==> src/rtl/core/ll1_pkg.sv <==
package ll1_pkg;

    localparam logic [7:0] CH_END  = 8'h24;
    localparam logic [7:0] CH_ID   = 8'h69;
    localparam logic [7:0] CH_PLUS = 8'h2B;
    localparam logic [7:0] CH_STAR = 8'h2A;
    localparam logic [7:0] CH_LP   = 8'h28;
    localparam logic [7:0] CH_RP   = 8'h29;

    typedef enum logic [3:0] {
        SY_END  = 4'd0,
        SY_E    = 4'd1,
        SY_EP   = 4'd2,
        SY_T    = 4'd3,
        SY_TP   = 4'd4,
        SY_F    = 4'd5,
        SY_ID   = 4'd6,
        SY_PLUS = 4'd7,
        SY_STAR = 4'd8,
        SY_LP   = 4'd9,
        SY_RP   = 4'd10
    } sym_t;

    typedef enum logic [1:0] {
        ST_PENDING  = 2'd0,
        ST_ACCEPT   = 2'd1,
        ST_ERROR    = 2'd2,
        ST_OVERFLOW = 2'd3
    } status_t;

    typedef enum logic [2:0] {
        RU_E,
        RU_EP,
        RU_T,
        RU_TP,
        RU_FI,
        RU_FP
    } rule_t;

    typedef enum logic [1:0] {
        OFF_ZERO,
        OFF_CHAR,
        OFF_TOPCH
    } off_sel_t;

    typedef enum logic [2:0] {
        S_IDLE,
        S_EVAL,
        S_PUSH,
        S_FETCH,
        S_MATCH
    } state_t;

    typedef enum logic [1:0] {
        ACT_FINISH,
        ACT_EXPAND,
        ACT_POP,
        ACT_MATCH
    } act_t;

    typedef struct packed {
        logic     load_char;
        logic     expand;
        rule_t    rule;
        logic     push_w1;
        logic     pop;
        logic     load_top;
        logic     reinit;
        logic     res_we;
        status_t  res_status;
        off_sel_t res_off;
    } dp_cmd_t;

    typedef struct packed {
        sym_t top;
        logic ch_is_id;
        logic ch_is_lp;
        logic ch_is_plus;
        logic ch_is_star;
        logic ch_is_end;
        logic ch_match;
        logic room1;
        logic room2;
    } dp_stat_t;

    function automatic logic [7:0] term_char(input sym_t s);
        logic [7:0] c;
        case (s)
            SY_END:  c = CH_END;
            SY_ID:   c = CH_ID;
            SY_PLUS: c = CH_PLUS;
            SY_STAR: c = CH_STAR;
            SY_LP:   c = CH_LP;
            SY_RP:   c = CH_RP;
            default: c = 8'h00;
        endcase
        return c;
    endfunction

    // symbols a rule pushes, bottom first: w0, w1, then the new top
    function automatic logic [1:0] rule_len(input rule_t r);
        logic [1:0] n;
        case (r)
            RU_E:    n = 2'd2;
            RU_EP:   n = 2'd3;
            RU_T:    n = 2'd2;
            RU_TP:   n = 2'd3;
            RU_FI:   n = 2'd1;
            RU_FP:   n = 2'd3;
            default: n = 2'd1;
        endcase
        return n;
    endfunction

    function automatic sym_t rule_w0(input rule_t r);
        sym_t s;
        case (r)
            RU_E:    s = SY_EP;
            RU_EP:   s = SY_EP;
            RU_T:    s = SY_TP;
            RU_TP:   s = SY_TP;
            RU_FP:   s = SY_RP;
            default: s = SY_END;
        endcase
        return s;
    endfunction

    function automatic sym_t rule_w1(input rule_t r);
        sym_t s;
        case (r)
            RU_EP:   s = SY_T;
            RU_TP:   s = SY_F;
            RU_FP:   s = SY_E;
            default: s = SY_END;
        endcase
        return s;
    endfunction

    function automatic sym_t rule_top(input rule_t r);
        sym_t s;
        case (r)
            RU_E:    s = SY_T;
            RU_EP:   s = SY_PLUS;
            RU_T:    s = SY_F;
            RU_TP:   s = SY_STAR;
            RU_FI:   s = SY_ID;
            RU_FP:   s = SY_LP;
            default: s = SY_END;
        endcase
        return s;
    endfunction

endpackage

==> src/rtl/core/ll1_ctrl.sv <==
module ll1_ctrl (
    input  logic              clk,
    input  logic              rst_n,
    input  logic              in_valid,
    output logic              in_ready,
    output logic              out_valid,
    input  logic              out_ready,
    input  ll1_pkg::dp_stat_t stat,
    output ll1_pkg::dp_cmd_t  cmd
);

    ll1_pkg::state_t  state_reg;
    ll1_pkg::state_t  state_next;
    logic             out_valid_reg;
    logic             out_valid_next;
    logic             slot_free;
    logic             first;
    logic             overflow;
    logic [1:0]       len;
    ll1_pkg::act_t    act;
    ll1_pkg::rule_t   rule;
    ll1_pkg::status_t fin_status;
    ll1_pkg::off_sel_t fin_off;

    assign slot_free = !out_valid_reg || out_ready;
    assign first     = stat.ch_is_id || stat.ch_is_lp;
    assign len       = ll1_pkg::rule_len(rule);
    assign overflow  = (len == 2'd3 && !stat.room2) || (len == 2'd2 && !stat.room1);
    assign out_valid = out_valid_reg;

    // decode of the top symbol against the current character
    always_comb
    begin
        act        = ll1_pkg::ACT_FINISH;
        rule       = ll1_pkg::RU_E;
        fin_status = ll1_pkg::ST_ERROR;
        fin_off    = ll1_pkg::OFF_ZERO;
        case (stat.top)
            ll1_pkg::SY_END:
            begin
                if (stat.ch_is_end)
                    fin_status = ll1_pkg::ST_ACCEPT;
                else
                    fin_off = ll1_pkg::OFF_TOPCH;
            end
            ll1_pkg::SY_ID, ll1_pkg::SY_PLUS, ll1_pkg::SY_STAR,
            ll1_pkg::SY_LP, ll1_pkg::SY_RP:
            begin
                if (stat.ch_match)
                    act = ll1_pkg::ACT_MATCH;
                else
                    fin_off = ll1_pkg::OFF_TOPCH;
            end
            ll1_pkg::SY_E:
            begin
                if (first)
                begin
                    act  = ll1_pkg::ACT_EXPAND;
                    rule = ll1_pkg::RU_E;
                end
                else
                    fin_off = ll1_pkg::OFF_CHAR;
            end
            ll1_pkg::SY_T:
            begin
                if (first)
                begin
                    act  = ll1_pkg::ACT_EXPAND;
                    rule = ll1_pkg::RU_T;
                end
                else
                    fin_off = ll1_pkg::OFF_CHAR;
            end
            ll1_pkg::SY_EP:
            begin
                if (stat.ch_is_plus)
                begin
                    act  = ll1_pkg::ACT_EXPAND;
                    rule = ll1_pkg::RU_EP;
                end
                else
                    act = ll1_pkg::ACT_POP;
            end
            ll1_pkg::SY_TP:
            begin
                if (stat.ch_is_star)
                begin
                    act  = ll1_pkg::ACT_EXPAND;
                    rule = ll1_pkg::RU_TP;
                end
                else
                    act = ll1_pkg::ACT_POP;
            end
            ll1_pkg::SY_F:
            begin
                if (stat.ch_is_id)
                begin
                    act  = ll1_pkg::ACT_EXPAND;
                    rule = ll1_pkg::RU_FI;
                end
                else if (stat.ch_is_lp)
                begin
                    act  = ll1_pkg::ACT_EXPAND;
                    rule = ll1_pkg::RU_FP;
                end
                else
                    fin_off = ll1_pkg::OFF_CHAR;
            end
            default:
            begin
                fin_off = ll1_pkg::OFF_ZERO;
            end
        endcase
        if (act == ll1_pkg::ACT_EXPAND && overflow)
        begin
            act        = ll1_pkg::ACT_FINISH;
            fin_status = ll1_pkg::ST_OVERFLOW;
            fin_off    = ll1_pkg::OFF_CHAR;
        end
    end

    always_comb
    begin
        state_next = state_reg;
        case (state_reg)
            ll1_pkg::S_IDLE:
            begin
                if (in_valid)
                    state_next = ll1_pkg::S_EVAL;
            end
            ll1_pkg::S_EVAL:
            begin
                case (act)
                    ll1_pkg::ACT_FINISH:
                    begin
                        if (slot_free)
                            state_next = ll1_pkg::S_IDLE;
                    end
                    ll1_pkg::ACT_EXPAND:
                    begin
                        if (len == 2'd3)
                            state_next = ll1_pkg::S_PUSH;
                    end
                    ll1_pkg::ACT_POP:   state_next = ll1_pkg::S_FETCH;
                    ll1_pkg::ACT_MATCH: state_next = ll1_pkg::S_MATCH;
                    default:            state_next = ll1_pkg::S_EVAL;
                endcase
            end
            ll1_pkg::S_PUSH:  state_next = ll1_pkg::S_EVAL;
            ll1_pkg::S_FETCH: state_next = ll1_pkg::S_EVAL;
            ll1_pkg::S_MATCH:
            begin
                if (slot_free)
                    state_next = ll1_pkg::S_IDLE;
            end
            default: state_next = ll1_pkg::S_IDLE;
        endcase
    end

    always_comb
    begin
        in_ready       = 1'b0;
        cmd.load_char  = 1'b0;
        cmd.expand     = 1'b0;
        cmd.rule       = rule;
        cmd.push_w1    = 1'b0;
        cmd.pop        = 1'b0;
        cmd.load_top   = 1'b0;
        cmd.reinit     = 1'b0;
        cmd.res_we     = 1'b0;
        cmd.res_status = fin_status;
        cmd.res_off    = fin_off;
        case (state_reg)
            ll1_pkg::S_IDLE:
            begin
                in_ready      = 1'b1;
                cmd.load_char = in_valid;
            end
            ll1_pkg::S_EVAL:
            begin
                case (act)
                    ll1_pkg::ACT_FINISH:
                    begin
                        cmd.res_we = slot_free;
                        cmd.reinit = slot_free;
                    end
                    ll1_pkg::ACT_EXPAND: cmd.expand = 1'b1;
                    ll1_pkg::ACT_POP:    cmd.pop    = 1'b1;
                    ll1_pkg::ACT_MATCH:  cmd.pop    = 1'b1;
                    default:             cmd.pop    = 1'b0;
                endcase
            end
            ll1_pkg::S_PUSH:  cmd.push_w1  = 1'b1;
            ll1_pkg::S_FETCH: cmd.load_top = 1'b1;
            ll1_pkg::S_MATCH:
            begin
                cmd.load_top   = 1'b1;
                cmd.res_we     = slot_free;
                cmd.res_status = ll1_pkg::ST_PENDING;
                cmd.res_off    = ll1_pkg::OFF_ZERO;
            end
            default: in_ready = 1'b0;
        endcase
    end

    assign out_valid_next = cmd.res_we ? 1'b1 : (out_ready ? 1'b0 : out_valid_reg);

    always_ff @(posedge clk or negedge rst_n)
    begin
        if (!rst_n)
        begin
            state_reg     <= ll1_pkg::S_IDLE;
            out_valid_reg <= 1'b0;
        end
        else
        begin
            state_reg     <= state_next;
            out_valid_reg <= out_valid_next;
        end
    end

`ifndef ASSERT_OFF
    a_accept_to_eval: assert property (@(posedge clk) disable iff (!rst_n)
        in_valid && in_ready |=> state_reg == ll1_pkg::S_EVAL)
        else $error("accepted beat did not start evaluation");

    a_result_slot_free: assert property (@(posedge clk) disable iff (!rst_n)
        cmd.res_we |-> !out_valid_reg || out_ready)
        else $error("result written over an untaken beat");
`endif

endmodule

==> config.mk <==
export PLATFORM = sky130hd
export DESIGN_NAME = ll1_ctrl
export DESIGN_NICKNAME = d
export VERILOG_FILES = /design/src/rtl/core/ll1_pkg.sv /design/src/rtl/core/ll1_ctrl.sv
export SDC_FILE = /design/constraint.sdc
export NUM_CORES = 1
export LEC_CHECK = 0
export BUFFER_PORTS_ARGS = -buffer_cell sky130_fd_sc_hd__buf_2
export CAP_MARGIN = 40
export CELL_PAD_IN_SITES_DETAIL_PLACEMENT = 0
export CELL_PAD_IN_SITES_GLOBAL_PLACEMENT = 1
export CORE_ASPECT_RATIO = 0.9
export CORE_MARGIN = 5
export CORE_UTILIZATION = 34
export CTS_BUF_LIST = sky130_fd_sc_hd__clkbuf_4
export CTS_CLUSTER_SIZE = 14
export DETAILED_ROUTE_END_ITERATION = 10
export HOLD_SLACK_MARGIN = 0.1
export MAX_ROUTING_LAYER = met4
export PLACE_DENSITY_LB_ADDON = 0.12
export RECOVER_POWER = 25
export SLEW_MARGIN = 20
export SYNTH_ARGS = -nofsm -noshare
export SYNTH_HDL_FRONTEND = slang
export SYNTH_SLANG_ARGS = --single-unit
==> constraint.sdc <==
create_clock -name clk -period 4.9 [get_ports clk]
set_clock_uncertainty 0.2 [all_clocks]
set_input_delay 0.98 -clock clk [delete_from_list [all_inputs] [get_ports clk]]
set_output_delay 0.98 -clock clk [all_outputs]
set_load 0.005 [all_outputs]
==> key figures, run 1 <==
Status
  – Status: completed

Layout
  – Final Non-Filler Cells: 142
  – # nets final: roughly 140
  – Finished layout cell area: approximately 820 µm²
  – Diodes inserted: 0
  – Share of layout cells above drive strength 1: 0.325
  – Most frequent cells in the layout: buf_2 (28), nor2_1 (11), a21oi_1 (10), nand2_1 (10), nor3b_1 (6)
  – Largest register FFs: 3
  – Commonest non-fill, non-tap cell in the layout: buf_2
  – Area Growth Syn to Fin: 26.3%

Yosys
  – Post-synth EDFFs: 0
  – Yosys reg bits: 4
  – Yosys cell types: 37
  – Post-synth net total: between 100 and 150
  – Mapped Area: roughly 650 µm²
  – Synth Warn #: 0
  – Main synth FF type: dfrtp_1
  – Syn avg cell area: slightly above 7 µm²
  – Register area share after synthesis: 0.155
  – Gate Count Post-Synth: about 90
  – Post-synth ARST share: 1.00

CTS
  – CTS Root Cell: clkbuf_4
  – H-Tree Depth: 1
  – CTS resizes: 0
  – TritonCTS clock tree: done
  – Clock Latency Late Sink: 0.23 ns
  – CTS sink count: 4
  – Clock buffer depth: 2
  – # Post-CTS Setup Buffers: 0
  – CTS clock-pin slew for the worst setup and hold paths: approximately 0.04 ns
  – Hold_buf cts: 0
  – TritonCTS Buffers: 3

STA
  – Setup TNS: 0 ns
  – Worst slew margin: 0.644
  – Transition time of the tightest slew-check pin: 0.533 ns
  – Period utilization: 0.788
  – Slew Limit Fails: 0
  – RSZ-0062 raised after global routing: no
  – Final count of hold timing violations: 0
  – # setup viols final: 0
  – Peak Freq: ~260 MHz
  – Min Tclk post-route: 3.86 ns

Power and ir drop
  – Comb power frac: 0.570
  – Net Switching: 0.0933 mW
  – Leak: 0.364 nW
  – Flop pwr share: 0.254
  – Overall Power: around 0.22 mW
  – Clock network fraction of design power: 0.177
  – Internal: 0.130 mW
  – VDD IR max: 0.000166 V
  – Sw Ratio: 0.418
  – Pwr/cell area: 273 mW/mm²

Global route
  – Vias in the first global route: 684
  – GRT Total Usage: 0.129
  – Initial antenna violation count: 0
  – Total gr overflow: 0
  – First-pass GRT wire length: 2980 µm
  – Largest net degree at the start of global routing: 13

Route
  – Drt first pass iters: 3
  – Via density per instance: ~5.2
  – Initial DRC count: 12
  – Vias: roughly 740
  – WL final: roughly 1800 µm
  – Final antenna-violating net count: 0
  – WL/cell: approximately 12 µm
  – DRC Markers: 0

Worst setup path
  – CP cell instances: clkbuf_1, nand4bb_4, or4b_4, a22oi_4, nand3_4, a21oi_2, buf_2
  – CP max-delay cell: or4b_4
  – CP Class: in -> out
  – Crit path max-delay family: simple AND/OR/NAND/NOR gates
  – Levels on crit path: 7
  – Crit-path max FO: 12
  – Buf+Inv Stages, Crit Path: 2
  – Register-to-Register Path Depth: 4
  – Flop2flop setup slack: approximately 3.5 ns
  – CP arrival: roughly 2.7 ns
  – Reg2reg end: state_reg[1]
  – Critical Path Sink: cmd[4]
  – CP Capture Type: primary output
  – Startpoint Class: input port
  – Worst r2r src: state_reg[2]
  – Crit-path max cell delay: 0.54 ns
  – Required @ worst endpoint: about 3.7 ns
  – CP startpoint: stat[10]

Floorplanning
  – Die Y: 51.4 µm
  – CORE AREA: 0.00186 mm²
  – Initial core utilization: 0.348
  – Die width: 56.0 µm
  – Boundary Pins: 32
  – Die area: about 0.0029 mm²
  – FP Rows: 15

Place
  – DP HPWL: 1460 µm
  – Placed Area: between 700 and 800 µm²
  – Total placed cells including tap cells: 139
  – Gp weighted congestion: 0.789
  – PortBufs: 31

Flow run
  – Total of max-cap violations: 0

Worst hold path
  – Worst min path class: in -> async
## layer usage
layer | track usage | vias to the layer above | routed length, µm
met3 | 0.0455 | 0 | 117
met2 | 0.177 | 23 | 686
met1 | 0.187 | 337 | 957
met4 | 0.0119 | 0 | 0
met5 | - | - | 0
li1 | - | 379 | -
## worst register-to-register path: stages (launching register included)
cell     delay [ns]
dfrtp_1        0.47
nor2b_1        0.27
and2b_1        0.22
nand3_1        0.08
a21oi_1        0.12
## metrics by stage
step	hold slack, ns	util	setup WS (ns)
floorplan	0.401	-	1.37
global placement	0.372	0.430	1.28
detailed placement	0.360	0.430	1.24
CTS	0.338	0.442	1.24
global route	0.367	0.440	0.933
finish	0.367	0.440	1.04
## layout make-up
| class | instances | area [µm²] |
|---|---|---|
| tap | 25 | 31.3 |
| sequential | 4 | 100 |
| clock buffer | 3 | 22.5 |
| multi-input combinational | 77 | 504 |
| timing repair buffer | 31 | 151 |
| fill | 196 | 1040 |
| inverter | 2 | 7.51 |
## power by group through the flow
stage	clock (mW)	sequential, mW	combinational [mW]
after floorplan	0	0.0515	0.0915
after global placement	0	0.0567	0.130
after detailed placement	0	0.0568	0.129
after CTS	0.0420	0.0565	0.130
after global routing	0.0452	0.0592	0.144
final	0.0394	0.0566	0.127
## cells in the mapped netlist (2+ instances only)
library cell	instances	area (µm²)
nand2_1	10	37.5
nor2b_1	4	25.0
nor3_1	2	10.0
nand3_1	3	15.0
o21ai_0	3	15.0
nand3b_1	4	30.0
clkbuf_1	3	11.3
dfrtp_1	4	100
nor2_1	11	41.3
nand2b_1	3	18.8
nor3b_1	6	45.0
a21oi_1	10	50.1
inv_1	2	7.51
## cells by family after synthesis
family          count (synthesis)  share of synthesized area
buf+inv                         8                     0.0658
compound gates                 26                      0.288
flops                           4                      0.155
simple gates                   51                      0.491
## worst min path at each step
stage | from | end | cells past startpoint
CTS | rst_n | out_valid | 1
floorplan | state_reg[0] | state_reg[2] | 2
finish | rst_n | out_valid | 1
global route | rst_n | out_valid | 1
global placement | state_reg[1] | state_reg[2] | 1
detailed placement | state_reg[1] | state_reg[2] | 1
(Power assumes the default switching activity.)
==> run 2: changes to the inputs <==
--- a/config.mk
+++ b/config.mk
@@ -11,7 +11,7 @@
 export CELL_PAD_IN_SITES_GLOBAL_PLACEMENT = 1
 export CORE_ASPECT_RATIO = 0.9
 export CORE_MARGIN = 5
-export CORE_UTILIZATION = 34
+export CORE_UTILIZATION = 29
 export CTS_BUF_LIST = sky130_fd_sc_hd__clkbuf_4
 export CTS_CLUSTER_SIZE = 14
 export DETAILED_ROUTE_END_ITERATION = 10
==> constraint.sdc (replaced) <==
create_clock -name clk -period 3.2 [get_ports clk]
set_clock_uncertainty 0.2 [all_clocks]
set_input_delay 0.64 -clock clk [delete_from_list [all_inputs] [get_ports clk]]
set_output_delay 0.64 -clock clk [all_outputs]
set_load 0.005 [all_outputs]
==> key figures, run 2 (synthesized netlist as in run 1, its figures left out) <==
Status
  – Status: completed

CTS
  – TritonCTS clock tree: done
  – Clock buffer depth: 2
  – CTS resizes: 0
  – Clock Latency Late Sink: between 0.2 and 0.25 ns
  – CTS clock-pin slew for the worst setup and hold paths: around 0.04 ns
  – CTS sink count: 4
  – H-Tree Depth: 1
  – # Post-CTS Setup Buffers: 0
  – CTS Root Cell: clkbuf_4
  – TritonCTS Buffers: 3

Route
  – Met1 Wirelength: 838 µm
  – WL/cell: approximately 12 µm
  – DRC Markers: 0
  – Final antenna-violating net count: 0
  – Initial DRC count: 16
  – WL final: 1800 µm
  – Vias: 732
  – Max Used Layer: met3
  – Via density per instance: ~5.0
  – Met3 Wirelength: 152 µm
  – Routed met2 length: 807 µm
  – Drt first pass iters: 4

Place
  – Gp weighted congestion: between 0.7 and 0.8
  – DP HPWL: 1490 µm
  – Placed Area: 801 µm²
  – PortBufs: 31

STA
  – Setup TNS: 0 ns
  – Peak Freq: 337 MHz
  – # setup viols final: 0
  – Transition time of the tightest slew-check pin: ~0.49 ns
  – Period utilization: 0.926
  – Slew Limit Fails: 0
  – RSZ-0062 raised after global routing: no
  – Worst slew margin: 0.676
  – Final count of hold timing violations: 0
  – Min Tclk post-route: 2.96 ns

Global route
  – GRT Total Usage: 0.125
  – First-pass GRT wire length: 3030 µm
  – Total gr overflow: 0
  – Initial antenna violation count: 0
  – Vias in the first global route: 695
  – Largest net degree at the start of global routing: 13

Worst setup path
  – CP max-delay cell: or4b_4
  – CP Class: in -> out
  – Register-to-Register Path Depth: 4
  – Worst r2r src: state_reg[2]
  – CP arrival: between 2 and 2.5 ns
  – Critical Path Sink: cmd[4]
  – CP cell instances: buf_2, nand4bb_4, or4b_4, a22oi_4, nand3_4, a21oi_2, buf_2
  – Levels on crit path: 7
  – Required @ worst endpoint: about 2.4 ns
  – Startpoint Class: input port
  – Flop2flop setup slack: 1.73 ns
  – Crit-path max FO: 9
  – CP Capture Type: primary output
  – Cell repeated most along the worst path: buf_2
  – Crit-path max cell delay: around 0.53 ns
  – Buf+Inv Stages, Crit Path: 2
  – Crit path max-delay family: simple AND/OR/NAND/NOR gates
  – CP startpoint: stat[11]
  – Reg2reg end: state_reg[1]

Power and ir drop
  – VDD IR max: between 0.0002 and 0.0003 V
  – Overall Power: 0.347 mW
  – Leak: 0.373 nW
  – Pwr/cell area: 417 mW/mm²

Floorplanning
  – Die Y: 54.8 µm
  – Initial core utilization: 0.299
  – Die width: 59.8 µm
  – CORE AREA: roughly 0.0022 mm²
  – FP Rows: 16
  – Die area: 0.00328 mm²
  – Boundary Pins: 32

Layout
  – Most frequent cells in the layout: buf_2 (30), nor2_1 (11), a21oi_1 (10), nand2_1 (10), nor3b_1 (6)
  – Commonest non-fill, non-tap cell in the layout: buf_2
  – Diodes inserted: 0
  – Share of layout cells above drive strength 1: 0.339
  – Finished layout cell area: 832 µm²
  – Area Growth Syn to Fin: 28.6%
  – Largest register FFs: 3
  – # nets final: around 140
  – Fillers: ~250

Flow run
  – Total of max-cap violations: 0

Worst hold path
  – Worst min path class: reg -> reg
==> run 2: cell types whose count changed in the layout (fill, tap and decap cells not counted) <==
cell	before	now
dlygate4sd3_1	0	1
buf_2	28	30
clkbuf_1	3	1
==> run 2: stage by stage <==
stage / instances / setup WS, ns / hold slack [ns] / util
6_report: 145 / 0.236 / 0.379 / 0.385
5_1_grt: 145 / 0.140 / 0.463 / 0.385
4_1_cts: 145 / 0.220 / 0.388 / 0.385
3_5_place_dp: 141 / 0.215 / 0.248 / 0.370
3_3_place_gp: 141 / 0.262 / 0.245 / 0.370
2_1_floorplan: 89 / 0.354 / 0.144 / -
==> run 2: cell type report <==
cell class / count / area (µm²) / area share
Timing Repair Buffer: 32 / 164 / 0.197
Multi-Input combinational cell: 77 / 504 / 0.606
Sequential cell: 4 / 100 / 0.120
Inverter: 2 / 7.51 / 0.00902
Clock buffer: 3 / 22.5 / 0.0271
Tap cell: 27 / 33.8 / 0.0406
==> run 2: timing repair <==
| action | 4_1_cts | 5_1_grt |
|---|---|---|
| setup endpoints to repair | 0 | 0 |
| hold buffers | 1 | 0 |
| endpoints found under the hold margin | 4 | 0 |
==> run 2: worst min path at each step <==
stage            startpoint            to  slack, ns  cells past startpoint
3_3_place_gp          rst_n     out_valid       0.24                      1
4_1_cts        state_reg[1]  state_reg[2]       0.39                      1
3_5_place_dp          rst_n  state_reg[1]       0.25                      1
5_1_grt        state_reg[1]  state_reg[2]       0.46                      1
6_report       state_reg[1]  state_reg[2]       0.38                      1
2_1_floorplan         rst_n     out_valid       0.14                      0
==> run 2: routing by layer <==
layer,GRT usage,vias to the layer above
met3,0.0425,0
met2,0.194,24
met1,0.163,325
met5,-,-
met4,0.0111,0
li1,-,383
==> run 2: report_power, final <==
part | total (mW) | internal, mW | switching (mW) | leakage (nW)
combinational | 0.197 | 0.0926 | 0.105 | 0.309
clock | 0.0621 | 0.0419 | 0.0201 | 0.0138
sequential | 0.0874 | 0.0670 | 0.0205 | 0.0509
total | 0.347 | 0.201 | 0.145 | 0.373
==> run 3: changes to the inputs <==
--- a/config.mk
+++ b/config.mk
@@ -7,11 +7,11 @@
 export LEC_CHECK = 0
 export BUFFER_PORTS_ARGS = -buffer_cell sky130_fd_sc_hd__buf_2
 export CAP_MARGIN = 40
-export CELL_PAD_IN_SITES_DETAIL_PLACEMENT = 0
-export CELL_PAD_IN_SITES_GLOBAL_PLACEMENT = 1
+export CELL_PAD_IN_SITES_DETAIL_PLACEMENT = 1
+export CELL_PAD_IN_SITES_GLOBAL_PLACEMENT = 2
 export CORE_ASPECT_RATIO = 0.9
 export CORE_MARGIN = 5
-export CORE_UTILIZATION = 29
+export CORE_UTILIZATION = 21
 export CTS_BUF_LIST = sky130_fd_sc_hd__clkbuf_4
 export CTS_CLUSTER_SIZE = 14
 export DETAILED_ROUTE_END_ITERATION = 10
==> key figures, run 3 (synthesized netlist as in run 1, its figures left out) <==
CTS
  – CTS clock-pin slew for the worst setup and hold paths: about 0.04 ns
  – TritonCTS Buffers: 3
  – CTS sink count: 4
  – CTS Root Cell: clkbuf_4
  – H-Tree Depth: 1
  – TritonCTS clock tree: done
  – Clock Latency Late Sink: 0.24 ns
  – Clock buffer depth: 2

Power and ir drop
  – Overall Power: 0.355 mW
  – Net Switching: between 0.15 and 0.2 mW
  – Pwr/cell area: 414 mW/mm²
  – Sw Ratio: 0.434
  – VDD IR max: between 0.0001 and 0.00015 V
  – Internal: 0.201 mW
  – Clock network fraction of design power: 0.179
  – Flop pwr share: 0.250
  – Comb power frac: 0.571
  – Leak: 0.375 nW

Layout
  – # nets final: 137
  – Final core occ: 0.284
  – Finished layout cell area: 857 µm²
  – Largest register FFs: 3
  – Most frequent cells in the layout: buf_2 (29), nor2_1 (11), a21oi_1 (10), nand2_1 (10), nor3b_1 (6)
  – Fillers: 404
  – Area of the multi-input gates: 504 µm²
  – Diodes inserted: 0
  – Area Growth Syn to Fin: 32.5%
  – Share of layout cells above drive strength 1: 0.336
  – Final Non-Filler Cells: 161
  – Commonest non-fill, non-tap cell in the layout: buf_2
  – Sequential cell area: between 100 and 150 µm²

Floorplanning
  – Boundary Pins: 32
  – Initial core utilization: 0.214
  – CORE AREA: between 0.003 and 0.004 mm²
  – Die area: 0.00429 mm²
  – Die width: just under 70 µm
  – Die Y: roughly 63 µm
  – FP Rows: 19

Global route
  – Total gr overflow: 0
  – Vias in the first global route: 734
  – GRT Total Usage: 0.109
  – Largest net degree at the start of global routing: 13
  – First-pass GRT wire length: 3560 µm
  – Initial antenna violation count: 0

Worst setup path
  – Crit-path max cell delay: approximately 0.53 ns
  – Register-to-Register Path Depth: 4
  – CP cell instances: buf_2, nand4bb_4, or4b_4, a22oi_4, nand3_4, a21oi_2, buf_2
  – CP Class: in -> out
  – Startpoint Class: input port
  – Required @ worst endpoint: 2.36 ns
  – CP arrival: 2.14 ns
  – Crit-path max FO: 9
  – Cell repeated most along the worst path: buf_2
  – CP Capture Type: primary output
  – CP max-delay cell: or4b_4

Place
  – PortBufs: 31
  – Setup WS pre-CTS: roughly 0.22 ns
  – Gp weighted congestion: 0.734
  – DP HPWL: 1790 µm
  – Total placed cells including tap cells: 157
  – Placed Area: 827 µm²

Route
  – Drt first pass iters: 4
  – Via density per instance: 4.59
  – Vias: about 740
  – Final antenna-violating net count: 0
  – WL/cell: 13.3 µm
  – WL final: roughly 2100 µm
  – Initial DRC count: 24
  – DRC Markers: 0

STA
  – Setup WS post-layout: 0.224 ns
  – Transition time of the tightest slew-check pin: 0.516 ns
  – Slew Limit Fails: 0
  – Min Tclk post-route: approximately 3.0 ns
  – RSZ-0062 raised after global routing: no
  – Hold slack: 0.385 ns
  – # setup viols final: 0
  – Period utilization: 0.930
  – Final count of hold timing violations: 0
  – Setup TNS: 0 ns
  – Peak Freq: 336 MHz
  – Worst slew margin: 0.655

Flow run
  – Total of max-cap violations: 0

Status
  – Status: completed

Worst hold path
  – WHS Path Cells: 1
  – Worst min path class: reg -> reg
-- run 3: cell types whose count changed in the layout (fill, tap and decap cells not counted) --
cell,previous run,this run
clkbuf_1,1,2
buf_4,0,1
buf_2,30,29
-- run 3: routing by layer --
layer	wire length, µm	GRT usage	vias up
met3	156	0.0288	2
met2	929	0.151	21
met4	13	0.0347	0
li1	-	-	384
met1	1050	0.151	332
met5	0	-	-
-- run 3: final cells by class --
| cell class | instances | share of cell area |
|---|---|---|
| multi-input combinational | 77 | 0.588 |
| timing repair buffer | 33 | 0.199 |
| sequential | 4 | 0.117 |
| tap | 42 | 0.0613 |
| clock buffer | 3 | 0.0263 |
| inverter | 2 | 0.00876 |
-- run 3: final timing paths --
path | from | to | slack (ns)
hold reg to reg | state_reg[1] | state_reg[2] | 0.38
max in group asynchronous | rst_n | out_valid | 2.03
hold / removal | state_reg[1] | state_reg[2] | 0.38
setup / recovery | stat[11] | cmd[4] | 0.22
min in group asynchronous | rst_n | state_reg[2] | 0.57
setup reg to reg | state_reg[2] | state_reg[1] | 1.70
-- run 3: worst max-delay path: cells and delay by family --
family,cells,cell delay (ns)
compound gates,2,0.32
buf+inv,2,0.26
simple gates,3,0.90
-- run 3: power groups by stage --
stage / clock, mW / sequential (mW) / combinational (mW)
2_1_floorplan: 0 / 0.0789 / 0.140
3_3_place_gp: 0 / 0.0887 / 0.205
3_5_place_dp: 0 / 0.0898 / 0.207
4_1_cts: 0.0678 / 0.0890 / 0.208
5_1_grt: 0.0732 / 0.0933 / 0.236
6_report: 0.0636 / 0.0886 / 0.203
-- run 3: what timing repair did --
item | CTS | global route
buffers inserted | 0 | 0
gates resized for setup | 0 | 0
endpoints found under the hold margin | 4 | 0
hold buffers | 1 | 0
